`src/fitness_top_k_selector_unit_defines.svh`:
```
// ----------------------------------------------------------------------------
// Assertion macros for the fitness top-K selector
// Concurrent assertion wrappers that vanish when SYNTHESIS is defined.
// ----------------------------------------------------------------------------
`ifndef FITNESS_TOP_K_SELECTOR_UNIT_DEFINES_SVH
`define FITNESS_TOP_K_SELECTOR_UNIT_DEFINES_SVH

`ifndef SYNTHESIS
// Plain property checked at every clock edge outside reset.
`define FTKS_ASSERT(lbl, prop, msg) \
    lbl: assert property (@(posedge i_clk) disable iff (!i_rst_n) (prop)) else $error(msg);
// Same-cycle implication checked at every clock edge outside reset.
`define FTKS_ASSERT_IMPL(lbl, ante, cons, msg) \
    lbl: assert property (@(posedge i_clk) disable iff (!i_rst_n) (ante) |-> (cons)) \
        else $error(msg);
`else
`define FTKS_ASSERT(lbl, prop, msg)
`define FTKS_ASSERT_IMPL(lbl, ante, cons, msg)
`endif

`endif

```
`src/ftks_pkg.sv`:
```
// ----------------------------------------------------------------------------
// Fitness top-K selector package
// Shared widths, payload types, cell types and the gene weight function.
// ----------------------------------------------------------------------------
package ftks_pkg;

    localparam int CHROM_W        = 30;
    localparam int MEMBER_W       = 5;
    localparam int FIT_W          = 14;
    localparam int RANK_W         = 3;
    localparam int GENE_COUNT     = 30;
    localparam int KEEP_COUNT_DEF = 5;
    localparam int WEIGHT_W       = 11;
    localparam int GROUP_SIZE     = 8;
    localparam int GROUP_COUNT    = (CHROM_W + GROUP_SIZE - 1) / GROUP_SIZE;
    localparam int PAD_W          = GROUP_COUNT * GROUP_SIZE;
    localparam int SUM_W          = FIT_W + 1;

    localparam logic [FIT_W-1:0] TARGET_RESET = 14'd1977;
    localparam logic [FIT_W-1:0] FIT_MAX      = {FIT_W{1'b1}};

    localparam logic KIND_EVAL = 1'b0;
    localparam logic KIND_SLOT = 1'b1;

    typedef struct packed {
        logic [CHROM_W-1:0]  chromosome;
        logic [MEMBER_W-1:0] member_index;
        logic                start_generation;
        logic                end_generation;
    } t_in_item;

    typedef struct packed {
        logic                result_kind;
        logic [FIT_W-1:0]    fitness_value;
        logic                is_solution;
        logic [RANK_W-1:0]   rank;
        logic [MEMBER_W-1:0] result_member;
        logic                entry_valid;
        logic                last;
    } t_out_item;

    // Contents of one slot of the kept list.
    typedef struct packed {
        logic [FIT_W-1:0]    fit;
        logic [MEMBER_W-1:0] member;
        logic                valid;
    } t_cell_data;

    // Commands broadcast to every cell of the chain.
    typedef struct packed {
        logic clear;
        logic insert;
        logic rotate;
    } t_cell_ctrl;

    // Weight of gene g is (g+1)^2; genes past the chromosome or gene count weigh nothing.
    function automatic logic [WEIGHT_W-1:0] gene_weight(input int g);
        logic [WEIGHT_W-1:0] w;
        w = '0;
        if (g < GENE_COUNT && g < CHROM_W) begin
            w = WEIGHT_W'((g + 1) * (g + 1));
        end
        return w;
    endfunction

endpackage

```
`src/fitness_top_k_selector_unit.sv`:
```
// ----------------------------------------------------------------------------
// Fitness top-K selector
// Scores chromosomes against a target and keeps the K best in a sorted chain.
// ----------------------------------------------------------------------------
//
//  Channel   Direction  Handshake                  Payload
//  -------   ---------  -------------------------  --------------------------
//  in        input      i_in_valid / o_in_ready    i_in_data  (t_in_item)
//  out       output     o_out_valid / i_out_ready  o_out_data (t_out_item)
//  cfg       input      i_cfg_valid / o_cfg_ready  i_cfg_data (target value)
//
//  An input transaction passes through capture, group sums, distance to
//  target, then the ordered insert that also loads the evaluation result.
//  A generation-end transaction then lists each of the KEEP_COUNT slots in turn.
//  A new input transaction is taken once the previous one has left its last
//  result in the output register; that register holds while the output stalls.
//  Reset is synchronous and clears the list, solved flag and target to 1977.
//
`include "fitness_top_k_selector_unit_defines.svh"

module fitness_top_k_selector_unit import ftks_pkg::*; #(
    parameter int KEEP_COUNT = KEEP_COUNT_DEF
) (
    input  logic             i_clk,
    input  logic             i_rst_n,
    input  logic             i_in_valid,
    output logic             o_in_ready,
    input  t_in_item         i_in_data,
    output logic             o_out_valid,
    input  logic             i_out_ready,
    output t_out_item        o_out_data,
    input  logic             i_cfg_valid,
    output logic             o_cfg_ready,
    input  logic [FIT_W-1:0] i_cfg_data
);

    localparam int CNT_W  = $clog2(KEEP_COUNT + 1);
    localparam int SLOT_W = (KEEP_COUNT > 1) ? $clog2(KEEP_COUNT) : 1;

    // The sequencer walks one transaction through the evaluator and the chain.
    typedef enum logic [4:0] {
        S_IDLE = 5'b00001,
        S_SUM  = 5'b00010,
        S_FIT  = 5'b00100,
        S_INS  = 5'b01000,
        S_LIST = 5'b10000
    } t_state;

    t_state            r_state;
    t_state            n_state;
    t_in_item          r_item;
    logic              r_solved;
    logic [FIT_W-1:0]  r_target;
    logic [SLOT_W-1:0] r_slot;
    logic              r_out_valid;
    t_out_item         r_out;
    t_out_item         n_out;

    logic              w_accept;
    logic              w_out_free;
    logic              w_load_out;
    logic              w_do_rank;
    logic [FIT_W-1:0]  w_fit;
    logic [CNT_W-1:0]  w_keep_rank;
    logic [KEEP_COUNT-1:0] w_beat;
    logic [KEEP_COUNT-1:0] w_valid;
    t_cell_ctrl        w_ctrl;
    t_cell_data        w_new;
    t_cell_data        w_cell [KEEP_COUNT];

    assign o_in_ready  = (r_state == S_IDLE);
    // Target writes wait for the idle state, so no transaction being evaluated
    // sees its target change midway.
    assign o_cfg_ready = (r_state == S_IDLE);
    assign w_accept    = i_in_valid && o_in_ready;
    assign w_out_free  = !r_out_valid || i_out_ready;

    // Exact solutions and every item after one in the same generation skip the list.
    assign w_do_rank = (w_fit != '0) && !r_solved;

    // Fitness pipeline runs from the captured chromosome.
    ftks_fitness u_fitness (
        .i_clk    (i_clk),
        .i_sum_en (r_state == S_SUM),
        .i_fit_en (r_state == S_FIT),
        .i_chrom  (r_item.chromosome),
        .i_target (r_target),
        .o_fit    (w_fit)
    );

    // Commands for the chain. The list is cleared as a starting item is captured,
    // so it is empty by the time that item reaches the insert step.
    always_comb begin
        w_ctrl.clear  = w_accept && i_in_data.start_generation;
        w_ctrl.insert = (r_state == S_INS) && w_out_free && w_do_rank;
        w_ctrl.rotate = (r_state == S_LIST) && w_out_free;
    end

    assign w_new.fit    = w_fit;
    assign w_new.member = r_item.member_index;
    assign w_new.valid  = 1'b1;

    // The chain: cell 0 is the best slot. An insert shifts later cells down by
    // one; a listing rotates the chain up so cell 0 shows each slot in turn and
    // the list is back in place after KEEP_COUNT steps.
    for (genvar c = 0; c < KEEP_COUNT; c++) begin : g_cell
        t_cell_data w_prev;
        logic       w_prev_beat;

        if (c == 0) begin : g_head
            assign w_prev      = '0;
            assign w_prev_beat = 1'b0;
        end else begin : g_body
            assign w_prev      = w_cell[c-1];
            assign w_prev_beat = w_beat[c-1];
        end

        ftks_cell u_cell (
            .i_clk       (i_clk),
            .i_rst_n     (i_rst_n),
            .i_ctrl      (w_ctrl),
            .i_new       (w_new),
            .i_prev      (w_prev),
            .i_prev_beat (w_prev_beat),
            .i_next      (w_cell[(c + 1) % KEEP_COUNT]),
            .o_data      (w_cell[c]),
            .o_beat      (w_beat[c])
        );

        assign w_valid[c] = w_cell[c].valid;
    end

    // Because the list is sorted with empty slots last, the beaten cells form a
    // tail; the slot taken is the number of cells not beaten.
    always_comb begin
        w_keep_rank = '0;
        for (int c = 0; c < KEEP_COUNT; c++) begin
            w_keep_rank = w_keep_rank + CNT_W'(!w_beat[c]);
        end
    end

    // Result selection: the evaluation result in the insert step, then one
    // slot result per listing step taken from the head of the chain.
    always_comb begin
        n_out = '0;
        if (r_state == S_LIST) begin
            n_out.result_kind   = KIND_SLOT;
            n_out.fitness_value = w_cell[0].fit;
            n_out.is_solution   = 1'b0;
            n_out.rank          = RANK_W'(r_slot);
            n_out.result_member = w_cell[0].member;
            n_out.entry_valid   = w_cell[0].valid;
            n_out.last          = (r_slot == SLOT_W'(KEEP_COUNT - 1));
        end else begin
            n_out.result_kind   = KIND_EVAL;
            n_out.fitness_value = w_fit;
            n_out.is_solution   = (w_fit == '0);
            n_out.rank          = w_do_rank ? RANK_W'(w_keep_rank) : RANK_W'(KEEP_COUNT);
            n_out.result_member = r_item.member_index;
            n_out.entry_valid   = 1'b0;
            n_out.last          = !r_item.end_generation;
        end
    end

    assign w_load_out = w_out_free && ((r_state == S_INS) || (r_state == S_LIST));

    always_comb begin
        n_state = r_state;
        unique case (r_state)
            S_IDLE: begin
                if (w_accept) begin
                    n_state = S_SUM;
                end
            end
            S_SUM: begin
                n_state = S_FIT;
            end
            S_FIT: begin
                n_state = S_INS;
            end
            S_INS: begin
                if (w_out_free) begin
                    n_state = r_item.end_generation ? S_LIST : S_IDLE;
                end
            end
            S_LIST: begin
                if (w_out_free && (r_slot == SLOT_W'(KEEP_COUNT - 1))) begin
                    n_state = S_IDLE;
                end
            end
            default: begin
                n_state = S_IDLE;
            end
        endcase
    end

    always_ff @(posedge i_clk) begin
        if (!i_rst_n) begin
            r_state     <= S_IDLE;
            r_solved    <= 1'b0;
            r_target    <= TARGET_RESET;
            r_slot      <= '0;
            r_out_valid <= 1'b0;
        end else begin
            r_state <= n_state;
            if (i_cfg_valid && o_cfg_ready) begin
                r_target <= i_cfg_data;
            end
            if (w_accept && i_in_data.start_generation) begin
                r_solved <= 1'b0;
            end else if ((r_state == S_INS) && w_out_free && (w_fit == '0)) begin
                r_solved <= 1'b1;
            end
            if (r_state == S_INS) begin
                r_slot <= '0;
            end else if (w_ctrl.rotate) begin
                r_slot <= r_slot + SLOT_W'(1);
            end
            if (w_load_out) begin
                r_out_valid <= 1'b1;
            end else if (i_out_ready) begin
                r_out_valid <= 1'b0;
            end
        end
    end

    always_ff @(posedge i_clk) begin
        if (w_accept) begin
            r_item <= i_in_data;
        end
        if (w_load_out) begin
            r_out <= n_out;
        end
    end

    assign o_out_valid = r_out_valid;
    assign o_out_data  = r_out;

    // Beaten cells must form a tail of the chain, or the insert would corrupt order.
    `FTKS_ASSERT_IMPL(a_beat_tail, r_state == S_INS,
        ((w_beat << 1) & ~w_beat) == '0, "beaten cells do not form a tail")
    // Between transactions the real entries fill the head of the list.
    `FTKS_ASSERT_IMPL(a_valid_prefix, r_state == S_IDLE,
        ((w_valid >> 1) & ~w_valid) == '0, "kept entries are not packed at the head")
    // The final listed slot is the last slot of the list.
    `FTKS_ASSERT_IMPL(a_last_slot,
        r_out_valid && (r_out.result_kind == KIND_SLOT) && r_out.last,
        r_out.rank == RANK_W'(KEEP_COUNT - 1), "final listed slot has wrong rank")
    // A solution is never placed in the list.
    `FTKS_ASSERT_IMPL(a_solution_unranked,
        r_out_valid && (r_out.result_kind == KIND_EVAL) && r_out.is_solution,
        r_out.rank == RANK_W'(KEEP_COUNT), "solution was ranked")

endmodule

```
`src/ftks_fitness.sv`:
```
// ----------------------------------------------------------------------------
// Fitness evaluator
// Two-stage weighted gene sum followed by the absolute distance to target.
// ----------------------------------------------------------------------------
module ftks_fitness import ftks_pkg::*; (
    input  logic               i_clk,
    input  logic               i_sum_en,
    input  logic               i_fit_en,
    input  logic [CHROM_W-1:0] i_chrom,
    input  logic [FIT_W-1:0]   i_target,
    output logic [FIT_W-1:0]   o_fit
);

    logic [PAD_W-1:0] w_chrom_pad;
    logic [FIT_W-1:0] n_psum [GROUP_COUNT];
    logic [FIT_W-1:0] r_psum [GROUP_COUNT];
    logic [SUM_W-1:0] w_total;
    logic [SUM_W-1:0] w_dist;
    logic [FIT_W-1:0] n_fit;
    logic [FIT_W-1:0] r_fit;

    assign w_chrom_pad = PAD_W'(i_chrom);

    // First stage: each group of genes is summed on its own.
    always_comb begin
        for (int gp = 0; gp < GROUP_COUNT; gp++) begin
            n_psum[gp] = '0;
            for (int k = 0; k < GROUP_SIZE; k++) begin
                if (w_chrom_pad[gp * GROUP_SIZE + k]) begin
                    n_psum[gp] = n_psum[gp] + FIT_W'(gene_weight(gp * GROUP_SIZE + k));
                end
            end
        end
    end

    // Second stage: total of the groups and its distance to the target.
    always_comb begin
        w_total = '0;
        for (int gp = 0; gp < GROUP_COUNT; gp++) begin
            w_total = w_total + SUM_W'(r_psum[gp]);
        end
        if (w_total >= SUM_W'(i_target)) begin
            w_dist = w_total - SUM_W'(i_target);
        end else begin
            w_dist = SUM_W'(i_target) - w_total;
        end
        if (w_dist > SUM_W'(FIT_MAX)) begin
            n_fit = FIT_MAX;
        end else begin
            n_fit = w_dist[FIT_W-1:0];
        end
    end

    always_ff @(posedge i_clk) begin
        if (i_sum_en) begin
            r_psum <= n_psum;
        end
        if (i_fit_en) begin
            r_fit <= n_fit;
        end
    end

    assign o_fit = r_fit;

endmodule

```
`src/ftks_cell.sv`:
```
// ----------------------------------------------------------------------------
// Kept list cell
// One slot of the sorted list: compares, shifts down on insert, rotates up.
// ----------------------------------------------------------------------------
module ftks_cell import ftks_pkg::*; (
    input  logic       i_clk,
    input  logic       i_rst_n,
    input  t_cell_ctrl i_ctrl,
    input  t_cell_data i_new,
    input  t_cell_data i_prev,
    input  logic       i_prev_beat,
    input  t_cell_data i_next,
    output t_cell_data o_data,
    output logic       o_beat
);

    t_cell_data r_data;
    t_cell_data n_data;

    // An empty slot is beaten by anything; ties leave the older entry ahead.
    assign o_beat = !r_data.valid || (i_new.fit < r_data.fit);

    always_comb begin
        n_data = r_data;
        priority if (i_ctrl.clear) begin
            n_data = '0;
        end else if (i_ctrl.insert) begin
            if (i_prev_beat) begin
                n_data = i_prev;
            end else if (o_beat) begin
                n_data = i_new;
            end
        end else if (i_ctrl.rotate) begin
            n_data = i_next;
        end
    end

    always_ff @(posedge i_clk) begin
        if (!i_rst_n) begin
            r_data <= '0;
        end else begin
            r_data <= n_data;
        end
    end

    assign o_data = r_data;

endmodule
```
`config.mk`:
```
export PLATFORM = sky130hd
export DESIGN_NAME = fitness_top_k_selector_unit
export DESIGN_NICKNAME = d
export VERILOG_FILES = /design/src/ftks_pkg.sv /design/src/fitness_top_k_selector_unit.sv /design/src/ftks_fitness.sv /design/src/ftks_cell.sv
export VERILOG_INCLUDE_DIRS = /design/src /design/src/src
export SDC_FILE = /design/constraint.sdc
export NUM_CORES = 1
export LEC_CHECK = 0
export ABC_AREA = 1
export CAP_MARGIN = 5
export CORE_UTILIZATION = 45
export DETAILED_ROUTE_END_ITERATION = 6
export DONT_BUFFER_PORTS = 1
export PLACE_DENSITY = 0.65
export REMOVE_ABC_BUFFERS = 1
export SYNTH_ARGS = -nofsm -noshare
export SYNTH_HDL_FRONTEND = slang
export SYNTH_SLANG_ARGS = --single-unit
```
`constraint.sdc`:
```
create_clock -name i_clk -period 14.1 [get_ports i_clk]
set_input_delay 0.705 -clock i_clk [delete_from_list [all_inputs] [get_ports i_clk]]
set_output_delay 0.705 -clock i_clk [all_outputs]
set_load 0.02 [all_outputs]
```
# After elaboration in Yosys (flattened, before gate mapping)
# Cells that the tools add are included.
[op_classes]
addsub = 36
magnitude_cmp = 7
eq_ne = 14
muxes = 85
n_bitwise = 1
n_reduce_logical = 42
[ops]
columns = ["operator", "count"]
rows = [
  ["$mux 20", 19],
  ["$mux 14", 26],
  ["$add 14x11->14", 22],
  ["$mux 11", 26],
  ["$lt 14x14->1", 5],
  ["$add 15x14->15", 2],
  ["$mux 26", 1],
  ["$pmux 5 s5", 1],
  ["$mux 5", 4],
  ["$add 14x14->15", 1],
  ["$ge 15x14->1", 1],
  ["$gt 15x14->1 const B", 1],
  ["$mux 15", 1],
  ["$sub 14x15->15", 1],
  ["$sub 15x14->15", 1],
  ["$logic_not 14->1", 1],
  ["$reduce_bool 14->1", 1],
  ["$logic_not 1->1", 13],
  ["$add 1x11->12", 1],
  ["$add 10x11->12", 1],
  ["$add 7x11->12", 1],
  ["$add 9x11->12", 1],
  ["$logic_and 1x1->1", 10],
  ["$mux 10", 1],
  ["other kinds (24)", 43],
]
[totals]
regBits = 256
inputBits = 56
out_inout_bits = 29
wordCells = 220

# Logic depth before layout (Yosys ltp)
[depth]
depth_word = 15
mapped_depth = 31
mapped_depth_nobuf = 29

# By module
# Synthesis repeated with hierarchy kept, for this count alone.
[unflattened]
hier_cells = 2867
hier_area_um2 = 19655.1
[modules_own_cells]
columns = ["module", "n_inst", "cells_each", "area_each_um2", "seq_area_each_um2"]
rows = [
  ["ftks_fitness", 1, 1165, 8384.3, 1951.9],
  ["ftks_cell", 5, 276, 1565.3, 400.4],
  ["fitness_top_k_selector_unit", 1, 322, 3444.6, 2342.2],
]

# Worst setup path after synthesis
# Ideal clock, no wire load.
[synth_timing]
kind = "register to register"
from = "register u_fitness.r_psum[15] (netlist bit)"
to = "register u_fitness.r_fit[2] (netlist: u_fitness.o_fit[2]), data pin"
setup_time_ps = 256
arrival_time_ps = 4592
setup_slack_ps = 9252
path_stages_with_launch = 32
cell_sequence = "edfxtp_1 > inv_1 > fa_1 > fa_1 > inv_1 > ha_1 > inv_1 > fa_1 > inv_1 > a31oi_1 > o21ai_0 > a21o_1 > nand2_1 > nand2_1 > a21o_1 > a21oi_1 > xor2_1 > inv_1 > ha_1 > clkbuf_1 > nand2_1 > nor2_1 > inv_1 > nor2_1 > nand2_1 > o2111ai_1 > xor2_1 > nand2_1 > nand2_1 > inv_2 > buf_6 > nand2_1"
[synth_between]
elab_chain_len = 5
elab_cells_between_ends = 7
classes_between = "add/sub (4); order compare (2); mux (1)"
[synth_rtl]
columns = ["item", "line", "text"]
rows = [
  ["start, declared", "ftks_fitness.sv:16", "logic [FIT_W-1:0] r_psum [GROUP_COUNT];"],
  ["start signal, assigned", "ftks_fitness.sv:56", "r_psum <= n_psum;"],
  ["$add 15x14->15 * (2 in series)", "ftks_fitness.sv:40", "w_total = w_total + SUM_W'(r_psum[gp]);"],
  ["$sub 14x15->15 (tied with other cells)", "ftks_fitness.sv:45", "w_dist = SUM_W'(i_target) - w_total;"],
  ["$mux 15 *", "ftks_fitness.sv:42", "if (w_total >= SUM_W'(i_target)) begin"],
  ["$gt 15x14->1", "ftks_fitness.sv:47", "if (w_dist > SUM_W'(FIT_MAX)) begin"],
  ["end signal, assigned", "ftks_fitness.sv:59", "r_fit <= n_fit;"],
  ["end, declared", "ftks_fitness.sv:20", "logic [FIT_W-1:0] r_fit;"],
]
# Every way passes the cells marked *; elsewhere a longest branch is shown, timed or not.
# A chain may end at the register's enable or synchronous reset.

# Final worst setup path
[layout_timing]
from = "register u_fitness.r_psum[1] (netlist bit)"
to = "register u_fitness.r_fit[3] (netlist: u_fitness.o_fit[3]), data pin"
[layout_between]
elab_chain_len = 4
elab_cells_between_ends = 6
classes_between = "add/sub (3); order compare (2); mux (1)"
[layout_rtl]
columns = ["item", "line"]
rows = [
  ["$add 15x14->15 *", "ftks_fitness.sv:40"],
  ["$sub 14x15->15 (tied with other cells)", "ftks_fitness.sv:45"],
  ["$mux 15 *", "ftks_fitness.sv:42"],
  ["$gt 15x14->1", "ftks_fitness.sv:47"],
]
# Marks and branches as above.

==> impl_metrics.yaml <==
synthesis:
  ys_seq_area_frac: 0.334
  syn_area_um2: 18900
  synth_cells: 2590
  synth_edf_count: 127
  yosysUniqueCellTypes: 61
  synth_flop_cell: "edfxtp_1"
  ys_async_sr_fraction: 0
  yosys_warnings: 0
  syn_area_per_cell_um2: 7.28
  ys_seq_elements: 251
place:
  dp_hpwl_um: 33500
  dp_cells: 3040
  gp_congestion: 0.892
  port_buffers: 0
  dpl_cell_area_um2: 19200
outcome:
  status: "finished, violations left"
  violations: "DRC"
grt:
  grt_max_degree: 83
  grtUsageTotal: 0.228
  grt_pass1_vias: 15700
  antenna_found_initial: 1
  grt_pass1_wl_um: 77700
  gr-total-overflow: 0
setup_path:
  worstReg2RegStart: "u_fitness.r_psum[1]"
  cp_max_fo: 15
  reg2reg_slack_ns: 8.61
  critPathLaunch: "u_fitness.r_psum[1]"
  required_ns: 14.37
  critPathArrivalTime_ns: 5.76
  setup.worst_path.end_class: "flop"
  rr_endpoint: "u_fitness.o_fit[3]"
  reg2reg_depth: 27
  cp_num_cells: 27
  max_stage_delay_ns: 0.56
  cp-start-kind: "flop"
  crit_type: "flop to flop"
  critical_path_buf_inv_count: 6
  cp_top_family: "adder cells"
  endpoint: "u_fitness.o_fit[3]"
  slowest_stage: "fa_1"
flow_run:
  maxCapViolations: 0
floorplanning:
  row_count: 74
  initial_core_util: 0.459
  die_w_um: 207
  die_h_um: 207
  core_area_um2: 41100
  dieArea_um2: 42700
  io_pins: 85
sta:
  drv_slew: 0
  fin_crit_ns: 5.49
  max_clock_freq_ghz: 0.182
  hold_viol: 0
  rsz0062_at_grt: "no"
  relSlewSlack: 0.221
  finalSetupViolations: 0
  final.setup.tns_ns: 0
  fin_crit_sh: 0.389
  tightest_slew_ns: 1.17
  clock_skew_ns: 0.0262
route:
  ant_nets: 0
  wl_per_cell_um: 15.2
  drtIter0Drc: 909
  wl_um: 47000
  drtPass1Iterations: 7
  dr_total_vias: 16200
  drc: 4
  via_per_inst: 5.22
layout:
  utilization: 0.495
  fin_cells: 3102
  syn_to_final_growth_pct: 7.92
  final_nets: 2777
  final_cell_mix: "665 x nand2_1, 336 x inv_1, 265 x nor2_1"
  drive_gt1_frac: 0.0685
  fin_area_um2: 20300
  layout_commonest_cell: "nand2_1"
  n_fill_cell: 3999
worst_hold_path:
  hp-start: "i_in_data[2]"
  hp-class: "input port to flop"
clock_tree:
  numCtsBuffers: 34
  h-tree-depth: 2
  clk_latency_ns: 0.54
  postCtsResizedCells: 0
  cts.sinks: 251
  root_buffer: "clkbuf_16"
  postCtsSetupBuffers: 0
  cts_tree: "built"
  path_clk_slew_ns: 0.06
  cts_hold_buf: 0
  clk_path_buf_depth: 3
power:
  ir_drop_mv: 0.130
  power.density_nw_per_um2: 152
  leakage_nw: 9.15
  power_mw: 3.09
[cell usage after synthesis (all sizes together), types with 26 or more instances]
master / n / area [µm²]
nand2: 699 / 2720
inv: 357 / 1350
nor2: 281 / 1120
nand3: 175 / 931
o21ai: 153 / 788
ha: 150 / 1880
a21oi: 144 / 736
edfxtp: 127 / 3810
dfxtp: 124 / 2480
buf: 65 / 388
xor2: 61 / 576
a211oi: 41 / 308
clkbuf: 38 / 143
nor3: 35 / 196
fa: 27 / 541
nand4: 26 / 163
[cell type report]
| class | instances | area, µm² | share of cell area |
|---|---|---|---|
| Multi-Input combinational cell | 1882 | 10700 | 0.527 |
| Sequential cell | 251 | 6300 | 0.309 |
| Inverter | 358 | 1350 | 0.0663 |
| Clock buffer | 44 | 961 | 0.0472 |
| Tap cell | 532 | 666 | 0.0327 |
| Clock inverter | 17 | 225 | 0.0111 |
| Timing Repair Buffer | 17 | 128 | 0.00627 |
| Antenna cell | 1 | 2.50 | 0.000123 |
[power by group]
group	internal [mW]	total (mW)	switching, mW
registers	0.863	0.909	0.0461
clock network	0.574	0.913	0.339
logic	0.450	1.26	0.814
total	1.89	3.09	1.20
[kinds of logic after synthesis]
group	Yosys count	synth area share
and+or+nand+nor	1224	0.275
buffers and inverters	461	0.0997
AOI/OAI and AO/OA	390	0.119
DFF	251	0.334
adders and majority gates	177	0.128
xor gates and xnor gates	86	0.0437
other	1	0.000199
[flip-flops by register name (all words and copies together) (netlist names)]
register and count:
r_solved 1, g_cell.u_cell.o_data 100, r_item 36, u_fitness.r_psum 51
o_out_data 26, r_state 5, r_slot 3, r_target 14
o_out_valid 1, u_fitness.o_fit 14
[per-layer routing]
| layer | global-route usage | wire [µm] |
|---|---|---|
| met5 | 0 | 12 |
| met1 | 0.266 | 19500 |
| met3 | 0.0396 | 2370 |
| met4 | 0.0869 | 1560 |
| met2 | 0.414 | 23600 |
[worst min-delay path by stage]
stage / end / slack [ns] / depth (start not counted)
after floorplan: r_target[11] / 0.45 / 2
after global placement: r_target[6] / 0.47 / 2
after detailed placement: r_solved / 0.47 / 2
after CTS: r_item[2] / 0.22 / 0
after global routing: r_item[5] / 0.23 / 0
final: r_item[2] / 0.25 / 0
[per-stage QoR]
stage	hold slack, ns	setup slack [ns]
3_3_place_gp	0.465	8.69
2_1_floorplan	0.453	7.62
3_5_place_dp	0.471	8.60
4_1_cts	0.224	8.60
6_report	0.255	8.61
5_1_grt	0.231	8.14
Note: power is estimated with default switching activity, not from simulation.
